===== src/rtl/core/abt_pkg.sv =====
// Package for the affine block transposition unit.
// Holds shared widths, register indexes, sequencer states and the request
// struct of the modular adder. No dependencies.
`default_nettype none

package abt_pkg;

    // Largest block in bytes
    localparam int MAX_BLOCK = 16;

    localparam int BYTE_W    = 8;
    localparam int CFG_LEN_W = 5;
    localparam int KEY_W     = 4;
    localparam int CFG_W     = CFG_LEN_W;
    localparam int CFG_IDX_W = 2;

    localparam int IDX_W   = $clog2(MAX_BLOCK);
    localparam int CNT_W   = $clog2(MAX_BLOCK + 1);
    localparam int LEN_W   = (CNT_W > CFG_LEN_W) ? CNT_W : CFG_LEN_W;
    localparam int BIT_W   = $clog2(KEY_W);

    // Configuration register indexes
    localparam logic [CFG_IDX_W-1:0] CFG_BLOCK_LEN = 2'd0;
    localparam logic [CFG_IDX_W-1:0] CFG_MULT      = 2'd1;
    localparam logic [CFG_IDX_W-1:0] CFG_OFFSET    = 2'd2;

    // Sequencer states
    typedef enum logic [3:0] {
        S_IDLE = 4'b0001,
        S_RMUL = 4'b0010,
        S_ROFF = 4'b0100,
        S_EMIT = 4'b1000
    } t_state;

    // Operands of one modular add: (a + b + cin) reduced once by n
    typedef struct packed {
        logic [LEN_W-1:0] a;
        logic [LEN_W-1:0] b;
        logic             cin;
        logic [LEN_W-1:0] n;
    } t_mod_req;

endpackage

`default_nettype wire


===== src/rtl/core/abt_mod_unit.sv =====
// Shared modular adder: one add and one conditional subtract.
// Depends on abt_pkg for t_mod_req and widths.
`default_nettype none

module abt_mod_unit
    import abt_pkg::*;
(
    input  wire t_mod_req          i_req,
    output logic [LEN_W-1:0]       o_res
);

    logic [LEN_W:0] sum;
    logic [LEN_W:0] n_ext;

    // Add, then reduce once; operands keep the sum below twice the modulus
    always_comb begin
        sum   = {1'b0, i_req.a} + {1'b0, i_req.b} + {{LEN_W{1'b0}}, i_req.cin};
        n_ext = {1'b0, i_req.n};
        if (sum >= n_ext) begin
            o_res = LEN_W'(sum - n_ext);
        end else begin
            o_res = LEN_W'(sum);
        end
    end

endmodule

`default_nettype wire


===== src/rtl/core/affine_block_transposition_unit.sv =====
// Top level of the affine block transposition unit: byte buffer, sequencer
// and output register. Depends on abt_pkg and abt_mod_unit.
`default_nettype none

// Bytes are taken one per transaction and stored in a block buffer. A byte
// that does not complete a block leaves the input open. The byte that
// completes a block (fill reaches block_len, or end_of_message is set)
// starts the burst: mult, then offset, are reduced modulo the block length
// in the shared modular adder, one key bit per cycle, then the block leaves
// at one byte per cycle while the output is not stalled. Output position i
// carries byte (mult*i+offset) mod n; source positions at or past the fill
// count read as zero padding. Input stall is high from the completing byte
// until the last byte of the block is loaded into the output register.
module affine_block_transposition_unit
    import abt_pkg::*;
(
    input  wire                  i_clk,
    input  wire                  i_rst_n,
    // configuration write port
    input  wire                  i_cfg_wr_en,
    input  wire [CFG_IDX_W-1:0]  i_cfg_index,
    input  wire [CFG_W-1:0]      i_cfg_data,
    // input channel
    input  wire                  i_valid,
    output logic                 o_stall,
    input  wire [BYTE_W-1:0]     i_data_byte,
    input  wire                  i_end_of_message,
    // output channel
    output logic                 o_valid,
    input  wire                  i_stall,
    output logic [BYTE_W-1:0]    o_out_byte,
    output logic                 o_block_last,
    output logic                 o_message_last
);

    // Configuration registers
    logic [CFG_LEN_W-1:0] r_block_len;
    logic [KEY_W-1:0]     r_mult;
    logic [KEY_W-1:0]     r_offset;

    // Block buffer
    logic [BYTE_W-1:0]    r_buf [MAX_BLOCK];

    // Sequencer state
    t_state               r_state, n_state;
    logic [LEN_W-1:0]     r_cnt;
    logic [LEN_W-1:0]     r_mul;
    logic [LEN_W-1:0]     r_src;
    logic [LEN_W-1:0]     r_idx;
    logic [BIT_W-1:0]     r_bit;
    logic                 r_eom;

    // Output register
    logic                 r_ovalid;
    logic [BYTE_W-1:0]    r_obyte;
    logic                 r_oblast;
    logic                 r_omlast;

    logic [LEN_W-1:0]     len_ext;
    logic [LEN_W-1:0]     n_len;
    logic [LEN_W-1:0]     cnt_inc;
    logic                 in_acc;
    logic                 blk_done;
    logic                 out_free;
    logic                 emit_ld;
    logic                 pos_last;
    logic                 key_bit;
    t_mod_req             mod_req;
    logic [LEN_W-1:0]     mod_res;

    // Effective block length: zero counts as one, saturate at the buffer size
    always_comb begin
        len_ext = LEN_W'(r_block_len);
        if (len_ext == '0) begin
            n_len = LEN_W'(1);
        end else if (len_ext > LEN_W'(MAX_BLOCK)) begin
            n_len = LEN_W'(MAX_BLOCK);
        end else begin
            n_len = len_ext;
        end
    end

    assign in_acc   = i_valid && !o_stall;
    assign cnt_inc  = r_cnt + LEN_W'(1);
    assign blk_done = (cnt_inc >= n_len) || i_end_of_message;
    assign out_free = !r_ovalid || !i_stall;
    assign emit_ld  = (r_state == S_EMIT) && out_free;
    assign pos_last = (r_idx + LEN_W'(1)) == n_len;

    // Select the key bit for the Horner reduction, most significant first
    always_comb begin
        case (r_state)
            S_RMUL:  key_bit = r_mult[r_bit];
            S_ROFF:  key_bit = r_offset[r_bit];
            default: key_bit = 1'b0;
        endcase
    end

    // Route operands to the shared adder
    always_comb begin
        mod_req.n = n_len;
        case (r_state)
            S_RMUL: begin
                mod_req.a   = r_mul;
                mod_req.b   = r_mul;
                mod_req.cin = key_bit;
            end
            S_ROFF: begin
                mod_req.a   = r_src;
                mod_req.b   = r_src;
                mod_req.cin = key_bit;
            end
            default: begin
                mod_req.a   = r_src;
                mod_req.b   = r_mul;
                mod_req.cin = 1'b0;
            end
        endcase
    end

    abt_mod_unit u_mod (
        .i_req (mod_req),
        .o_res (mod_res)
    );

    // Next state
    always_comb begin
        n_state = r_state;
        case (r_state)
            S_IDLE: begin
                if (in_acc && blk_done) begin
                    n_state = S_RMUL;
                end
            end
            S_RMUL: begin
                if (r_bit == '0) begin
                    n_state = S_ROFF;
                end
            end
            S_ROFF: begin
                if (r_bit == '0) begin
                    n_state = S_EMIT;
                end
            end
            S_EMIT: begin
                if (emit_ld && pos_last) begin
                    n_state = S_IDLE;
                end
            end
            default: n_state = S_IDLE;
        endcase
    end

    // Configuration writes; indexes past the list are dropped
    always_ff @(posedge i_clk) begin
        if (!i_rst_n) begin
            r_block_len <= CFG_LEN_W'(16);
            r_mult      <= KEY_W'(1);
            r_offset    <= '0;
        end else if (i_cfg_wr_en) begin
            case (i_cfg_index)
                CFG_BLOCK_LEN: r_block_len <= i_cfg_data[CFG_LEN_W-1:0];
                CFG_MULT:      r_mult      <= i_cfg_data[KEY_W-1:0];
                CFG_OFFSET:    r_offset    <= i_cfg_data[KEY_W-1:0];
                default:       ;
            endcase
        end
    end

    // Store each accepted byte at the fill position
    always_ff @(posedge i_clk) begin
        if (in_acc) begin
            r_buf[r_cnt[IDX_W-1:0]] <= i_data_byte;
        end
    end

    // Sequencer registers
    always_ff @(posedge i_clk) begin
        if (!i_rst_n) begin
            r_state <= S_IDLE;
            r_cnt   <= '0;
            r_idx   <= '0;
            r_bit   <= '0;
            r_eom   <= 1'b0;
            r_mul   <= '0;
            r_src   <= '0;
        end else begin
            r_state <= n_state;
            case (r_state)
                S_IDLE: begin
                    if (in_acc) begin
                        r_cnt <= cnt_inc;
                        if (blk_done) begin
                            r_eom <= i_end_of_message;
                            r_mul <= '0;
                            r_src <= '0;
                            r_idx <= '0;
                            r_bit <= BIT_W'(KEY_W - 1);
                        end
                    end
                end
                S_RMUL: begin
                    r_mul <= mod_res;
                    r_bit <= r_bit - BIT_W'(1);
                end
                S_ROFF: begin
                    r_src <= mod_res;
                    r_bit <= r_bit - BIT_W'(1);
                end
                S_EMIT: begin
                    if (emit_ld) begin
                        r_src <= mod_res;
                        r_idx <= r_idx + LEN_W'(1);
                        if (pos_last) begin
                            r_cnt <= '0;
                        end
                    end
                end
                default: ;
            endcase
        end
    end

    // Output register: load a result when free, drop valid once taken
    always_ff @(posedge i_clk) begin
        if (!i_rst_n) begin
            r_ovalid <= 1'b0;
        end else if (emit_ld) begin
            r_ovalid <= 1'b1;
        end else if (!i_stall) begin
            r_ovalid <= 1'b0;
        end
    end

    // Positions at or past the fill count are zero padding
    always_ff @(posedge i_clk) begin
        if (emit_ld) begin
            if (r_src < r_cnt) begin
                r_obyte <= r_buf[r_src[IDX_W-1:0]];
            end else begin
                r_obyte <= '0;
            end
            r_oblast <= pos_last;
            r_omlast <= pos_last && r_eom;
        end
    end

    assign o_stall        = (r_state != S_IDLE);
    assign o_valid        = r_ovalid;
    assign o_out_byte     = r_obyte;
    assign o_block_last   = r_oblast;
    assign o_message_last = r_omlast;

endmodule

`default_nettype wire


===== config.mk =====
export PLATFORM = sky130hd
export DESIGN_NAME = affine_block_transposition_unit
export DESIGN_NICKNAME = d
export VERILOG_FILES = /design/src/rtl/core/abt_pkg.sv /design/src/rtl/core/abt_mod_unit.sv /design/src/rtl/core/affine_block_transposition_unit.sv
export SDC_FILE = /design/constraint.sdc
export NUM_CORES = 1
export LEC_CHECK = 0
export BUFFER_PORTS_ARGS = -buffer_cell sky130_fd_sc_hd__buf_2
export CORE_MARGIN = 3
export CORE_UTILIZATION = 65
export DETAILED_ROUTE_END_ITERATION = 8
export PLACE_DENSITY = 0.8
export SLEW_MARGIN = 10
export SYNTH_ARGS = -nofsm -noshare
export SYNTH_HDL_FRONTEND = slang
export SYNTH_SLANG_ARGS = --single-unit

===== constraint.sdc =====
create_clock -name i_clk -period 11.14 [get_ports i_clk]
set_clock_uncertainty 0.05 [all_clocks]
set_input_delay 2.785 -clock i_clk [delete_from_list [all_inputs] [get_ports i_clk]]
set_output_delay 2.785 -clock i_clk [all_outputs]
set_load 0.02 [all_outputs]

After elaboration in Yosys (flattened, before gate mapping)

Memories as Yosys holds them, arrays and structs flattened. A register that Yosys moved wholly into a read port is not among the register bits.
Cells that the tools add are included.

Flip-flop bits (word level): 43
Bits in writable memories: 128
Logic and storage cells: 103
Memories kept: 1

Memory list:

| name  | depth | width | rd ports | clocked after memory_dff | write ports | RTL line                              | source |
|---|---|---|---|---|---|---|---|
| r_buf | 16    | 8     | 1        | 1                        | 1           | affine_block_transposition_unit.sv:42 | `logic [BYTE_W-1:0] r_buf [MAX_BLOCK];` |

Add/sub/neg operators: 6
Magnitude comparators: 5
Equal/unequal tests: 17
Muxes and demuxes: 32
Reductions and logical operators: 29

Operator list:

| operator            | count |
|---|---|
| $mux 5              | 10 |
| $pmux 5 s2          | 3 |
| $pmux 11 s2         | 1 |
| $mux 4              | 4 |
| $pmux 4 s4          | 1 |
| $reduce_and 4->1    | 4 |
| $pmux 5 s3          | 1 |
| $ne 2x2->1 const B  | 7 |
| $add 5x1->5 const B | 2 |
| $reduce_and 3->1    | 3 |
| $mux 1              | 7 |
| $add 5x5->6         | 1 |
| $add 6x1->6         | 1 |
| $ge 6x5->1          | 1 |
| $reduce_and 2->1    | 3 |
| $reduce_bool 2->1   | 3 |
| $eq 5x5->1          | 1 |
| $ge 5x5->1          | 1 |
| $gt 5x5->1 const B  | 1 |
| $logic_and 1x1->1   | 5 |
| $logic_not 5->1     | 1 |
| $lt 5x5->1          | 1 |
| $sub 5x5->5         | 1 |
| $bmux 1 s2          | 2 |
| other kinds (17)    | 24 |

Depth between registers and ports, before layout

Depth in word-level cells: 10
Mapped depth: 17
Gate-level depth less buffers: 16

Cells and area by module

From an unflattened synthesis, not the netlist that was laid out.

Cell total of the unflattened synthesis: 547
Area total of the unflattened synthesis: 8,061.5 µm²

By module, submodules not included:

| module                          | times used | cells an instance | area an instance (µm²) |
|---|---|---|---|
| affine_block_transposition_unit | 1          | 495               | 7,614.8 |
| abt_mod_unit                    | 1          | 52                | 446.7 |

Worst setup path after synthesis

No wires, ideal clock.

Path kind: register -> register
Start point: reg r_state[1]
End point: reg r_mul[3]
Library setup time: 0.117 ns
Arrival: 4.162 ns
Slack: 6.810 ns
Stages on the path, launching flop included: 17
Path buffers: 1
Period minus slack after synthesis: 4.330 ns
Cells stage by stage: dfxtp_1 nor4b_1 clkbuf_1 mux2_2 fa_1 inv_1 fa_1 inv_1 a21o_1 a21oi_1 xnor2_1 ha_1 or2_2 a311oi_1 nand2_1 mux2_2 a32o_1

Longest elaborated chain between the ends: 7
Elaborated cells on any way between the ends: 18
Those cells by class: add/sub: 3; order compare: 1; eq/ne: 6; mux: 4; reduce/logical: 4

RTL lines:

| what                                              | RTL line                                                                                                              | source |
|---|---|---|
| start: declaration                                | affine_block_transposition_unit.sv:45                                                                                 | `t_state r_state, n_state;` |
| start signal: assignment                          | affine_block_transposition_unit.sv:188                                                                                | `r_state <= n_state;` |
| $eq 4x3->1 / $eq 4x2->1 (equally long branches)   | affine_block_transposition_unit.sv:92, affine_block_transposition_unit.sv:102, affine_block_transposition_unit.sv:189 |  |
| $pmux 11 s2 / $mux 1 (equally long branches)      | n/a                                                                                                                   |  |
| $add 5x5->6 / $pmux 11 s2 (equally long branches) | abt_mod_unit.sv:17, affine_block_transposition_unit.sv:102                                                            |  |
| $add 6x1->6                                       | abt_mod_unit.sv:17                                                                                                    | `sum = {1'b0, i_req.a} + {1'b0, i_req.b} + {{LEN_W{1'b0}}, i_req.cin};` |
| $sub 5x5->5 / $ge 6x5->1 (equally long branches)  | abt_mod_unit.sv:20, abt_mod_unit.sv:19                                                                                |  |
| $mux 5                                            | abt_mod_unit.sv:19                                                                                                    | `if (sum >= n_ext) begin` |
| $pmux 5 s2                                        | affine_block_transposition_unit.sv:189                                                                                | `case (r_state)` |
| end signal: assignment                            | affine_block_transposition_unit.sv:203                                                                                | `r_mul <= mod_res;` |
| end: declaration                                  | affine_block_transposition_unit.sv:47                                                                                 | `logic [LEN_W-1:0] r_mul;` |

Parallel ways exist; a longest one is shown, timed or not.
A chain may end at the register's enable or synchronous reset.

Final worst setup path

Start point: in i_valid
End point: mem r_buf[1][2] (enable)

Longest elaborated chain between the ends: 3

RTL lines:

| what                         | RTL line                               | source |
|---|---|---|
| start: declaration           | affine_block_transposition_unit.sv:24  | `input wire i_valid,` |
| $logic_and 1x1->1            | affine_block_transposition_unit.sv:83  | `assign in_acc = i_valid && !o_stall;` |
| $mux 1                       | affine_block_transposition_unit.sv:172 | `if (in_acc) begin` |
| $mux 1 (not written as such) | affine_block_transposition_unit.sv:173 | `r_buf[r_cnt[IDX_W-1:0]] <= i_data_byte;` |
| end: declaration             | affine_block_transposition_unit.sv:42  |  |

No other way between the ends.

==> impl_metrics.tcl <==
set metrics [dict create \
    min-delay-start "r_mul[2]" \
    vdd_ir_drop_max_uv 195.6 \
    drive_gt1_frac 0.2460 \
    start_util 0.6673 \
    syn2layout_area_growth_pct 11.21 \
    drv_slew 0 \
    fp.dieArea_um2 13750 \
    fmax_ghz 0.2241 \
    synth_ff_type "edfxtp_1" \
    hold_viol 0 \
    grt_pass1_wl_um 24810 \
    grt_antenna_before_repair 0 \
    status "finished clean" \
    max_cap_viol_count 0 \
    synth_cell_types 60 \
    syn_nets 568 \
    start_kind "primary input" \
    syn_area_um2 8049 \
    ys_seq_elements 179 \
    hold_path_class "reg -> reg" \
    htreeDepth 4 \
    synth_top_area_frac 0.5148 \
    setup_tns_ns 0 \
    seq_area_frac_synth 0.6168 \
    synth_warnings 0 \
    routed_wirelength_um 15950 \
    netlist_top_cells_area "edfxtp_1, mux4_2, dfxtp_1" \
    rsz0062_at_grt "false" \
    worst_setup_path_end_kind "flip-flop" \
    crit_start "i_valid" \
    cts_resized 0 \
    min_period_over_period 0.4006 \
    drt-pass1-iter-count 5 \
    vias_per_cell 6.137 \
    slew_headroom 0.2048 \
    drt_iter0_drc 375 \
    post_drt_wl_per_cell_um 21.64 \
    fin_area_um2 8951 \
    cellPowerDensity_nw_per_um2 168.0 \
    min_period_ns 4.462 \
    post-route-drc-count 0 \
    worst_pin_slew_ns 1.184 \
    grt_pass1_vias 4510 \
    vias 4523 \
    cts_buffer_depth 2 \
    ctsHoldBuffers 0 \
    nets 604 \
    place_hpwl_um 10640 \
    antenna_cells 0 \
    grt_usage 0.2510 \
    cts.sinks 179 \
    core-area_um2 12060 \
    port_buffers 32 \
    async_flop_share 0 \
    ios 33 \
    critical_path_required_ns 11.14 \
    syn_area_per_cell_um2 15.48 \
    dp_worst_setup_slack_ns 6.173 \
    grt_start_max_net_pins 37 \
    setup_viol 0 \
    gp_congestion 0.8473 \
    crit_fanout 8 \
    post_dp_cell_area_um2 8377 \
    leakage_nw 3.136 \
    utilization 0.7421 \
    cp.arrival_ns 4.46 \
    cts_buffers 17 \
    die_w_um 117.3 \
    die_h_um 117.3 \
    antenna_left 0 \
    grt.overflow.total 0 \
    root_buffer "clkbuf_16" \
    post_cts_buffers 0 \
    rows 40 \
    reg2reg_from "r_state[2]" \
    netlist.top_cell.by_area "edfxtp_1" \
    dp.cells 705 \
    instances_no_fill 737 \
    synth_cells 520 \
    cts_tree "yes" \
    setup_slack_ns 6.678 \
    synth-edff-count 138 \
    clkTransAtPathRegs_ns 0.07 \
    clock_latency_ns 0.43 \
    crit_type "in -> reg" \
]
==> cell families (layout without fill, tap and decap cells) <==
family                   Yosys count  count (layout)  synth area share
AND/OR/NAND/NOR                  122             122           0.08317
multiplexers                      69              69            0.1536
flip-flops                       179             179            0.6168
XOR/XNOR                          14              14           0.01523
AO/OA/AOI/OAI                     71              71           0.06762
adder cells (fa/ha/maj)           27              27           0.04477
buffers and inverters             38              87           0.01881
==> cells in the final DEF, fill, tap and decap left out, drive strengths merged, types with 2 or more instances in the layout <==
| master | instances |
|---|---|
| o211ai | 2 |
| ha | 24 |
| a22oi | 3 |
| nor3b | 2 |
| a21oi | 13 |
| nor4b | 3 |
| and2 | 5 |
| a21o | 8 |
| o21ai | 10 |
| a211oi | 2 |
| xnor2 | 11 |
| and3 | 3 |
| clkinv | 4 |
| nand2 | 30 |
| nand3b | 3 |
| mux4 | 42 |
| nand3 | 7 |
| dfxtp | 41 |
| a22o | 9 |
| nor2 | 22 |
| buf | 36 |
| or2 | 3 |
| nor3 | 5 |
| xor2 | 3 |
| nor4 | 2 |
| a21boi | 5 |
| mux2 | 13 |
| a32o | 5 |
| nand2b | 3 |
| mux2i | 14 |
| nor2b | 28 |
| o21a | 3 |
| edfxtp | 138 |
| fa | 3 |
| clkbuf | 17 |
| inv | 28 |
| clkinvlp | 2 |
==> area by class of cell <==
cell class,count,area (um^2)
tap,168,210.2
clock inverter,15,138.9
clock buffer,17,425.4
inverter,19,71.32
fill,770,3110
multi-input combinational,303,2949
sequential,179,4966
timing repair buffer,36,190.2
==> layer usage <==
metal	wire length, um	vias to the layer above	part of all wire	track usage
met2	7520	151	0.47	0.3707
li1	-	2093	-	-
met1	7324	2269	0.46	0.3752
met3	937	10	0.059	0.06324
met4	166	0	0.010	0.07492
met5	0	-	0	0
==> critical path: stages <==
cell and delay (ns):
buf_2 0.11, inv_1 0.05, nor2_1 0.33, nand2_1 0.28, nor3_1 0.91
==> registers in the layout (all words and copies together) (netlist names) <==
name / flops
r_eom: 1
r_cnt: 5
r_mult: 4
o_out_byte: 8
r_src: 5
o_valid: 1
r_idx: 5
len_ext: 5
r_bit: 2
r_buf: 128
r_mul: 5
r_offset: 4
o_message_last: 1
r_state: 4
o_block_last: 1
==> where the power goes <==
part           internal (W)  switching [W]
sequential         0.000747      0.0000194
combinational     0.0000687       0.000103
clock              0.000295       0.000270
==> through the flow <==
| step | hold WS, ns | power (W) |
|---|---|---|
| 2_1_floorplan | 0.3898 | 0.0008922 |
| 3_3_place_gp | 0.4194 | 0.0009420 |
| 3_5_place_dp | 0.4284 | 0.0009493 |
| 4_1_cts | 0.4449 | 0.001508 |
| 5_1_grt | 0.4640 | 0.001557 |
| 6_report | 0.4449 | 0.001504 |
==> worst paths after layout <==
| kind | endpoint | slack (ns) | depth (start not counted) |
|---|---|---|---|
| worst min-delay path | r_mul[2] | 0.44 | 1 |
| worst max register to register | r_mul[1] | 6.72 | 17 |
| worst max-delay path | r_buf[1][2] | 6.68 | 5 |
| worst min register to register | r_mul[2] | 0.44 | 1 |
==> Yosys cell counts, drive strengths merged, types with 2 or more instances <==
library cell,instances
a211oi,2
a21boi,5
a21o,8
a21oi,13
a22o,9
a22oi,3
a32o,5
and2,5
and3,3
buf,8
clkbuf,11
dfxtp,41
edfxtp,138
fa,3
ha,24
inv,19
mux2,13
mux2i,14
mux4,42
nand2,30
nand2b,3
nand3,7
nand3b,3
nor2,22
nor2b,28
nor3,5
nor3b,2
nor4,2
nor4b,3
o211ai,2
o21a,3
o21ai,10
or2,3
xnor2,11
xor2,3
Note: power is estimated with default switching activity, not from simulation.
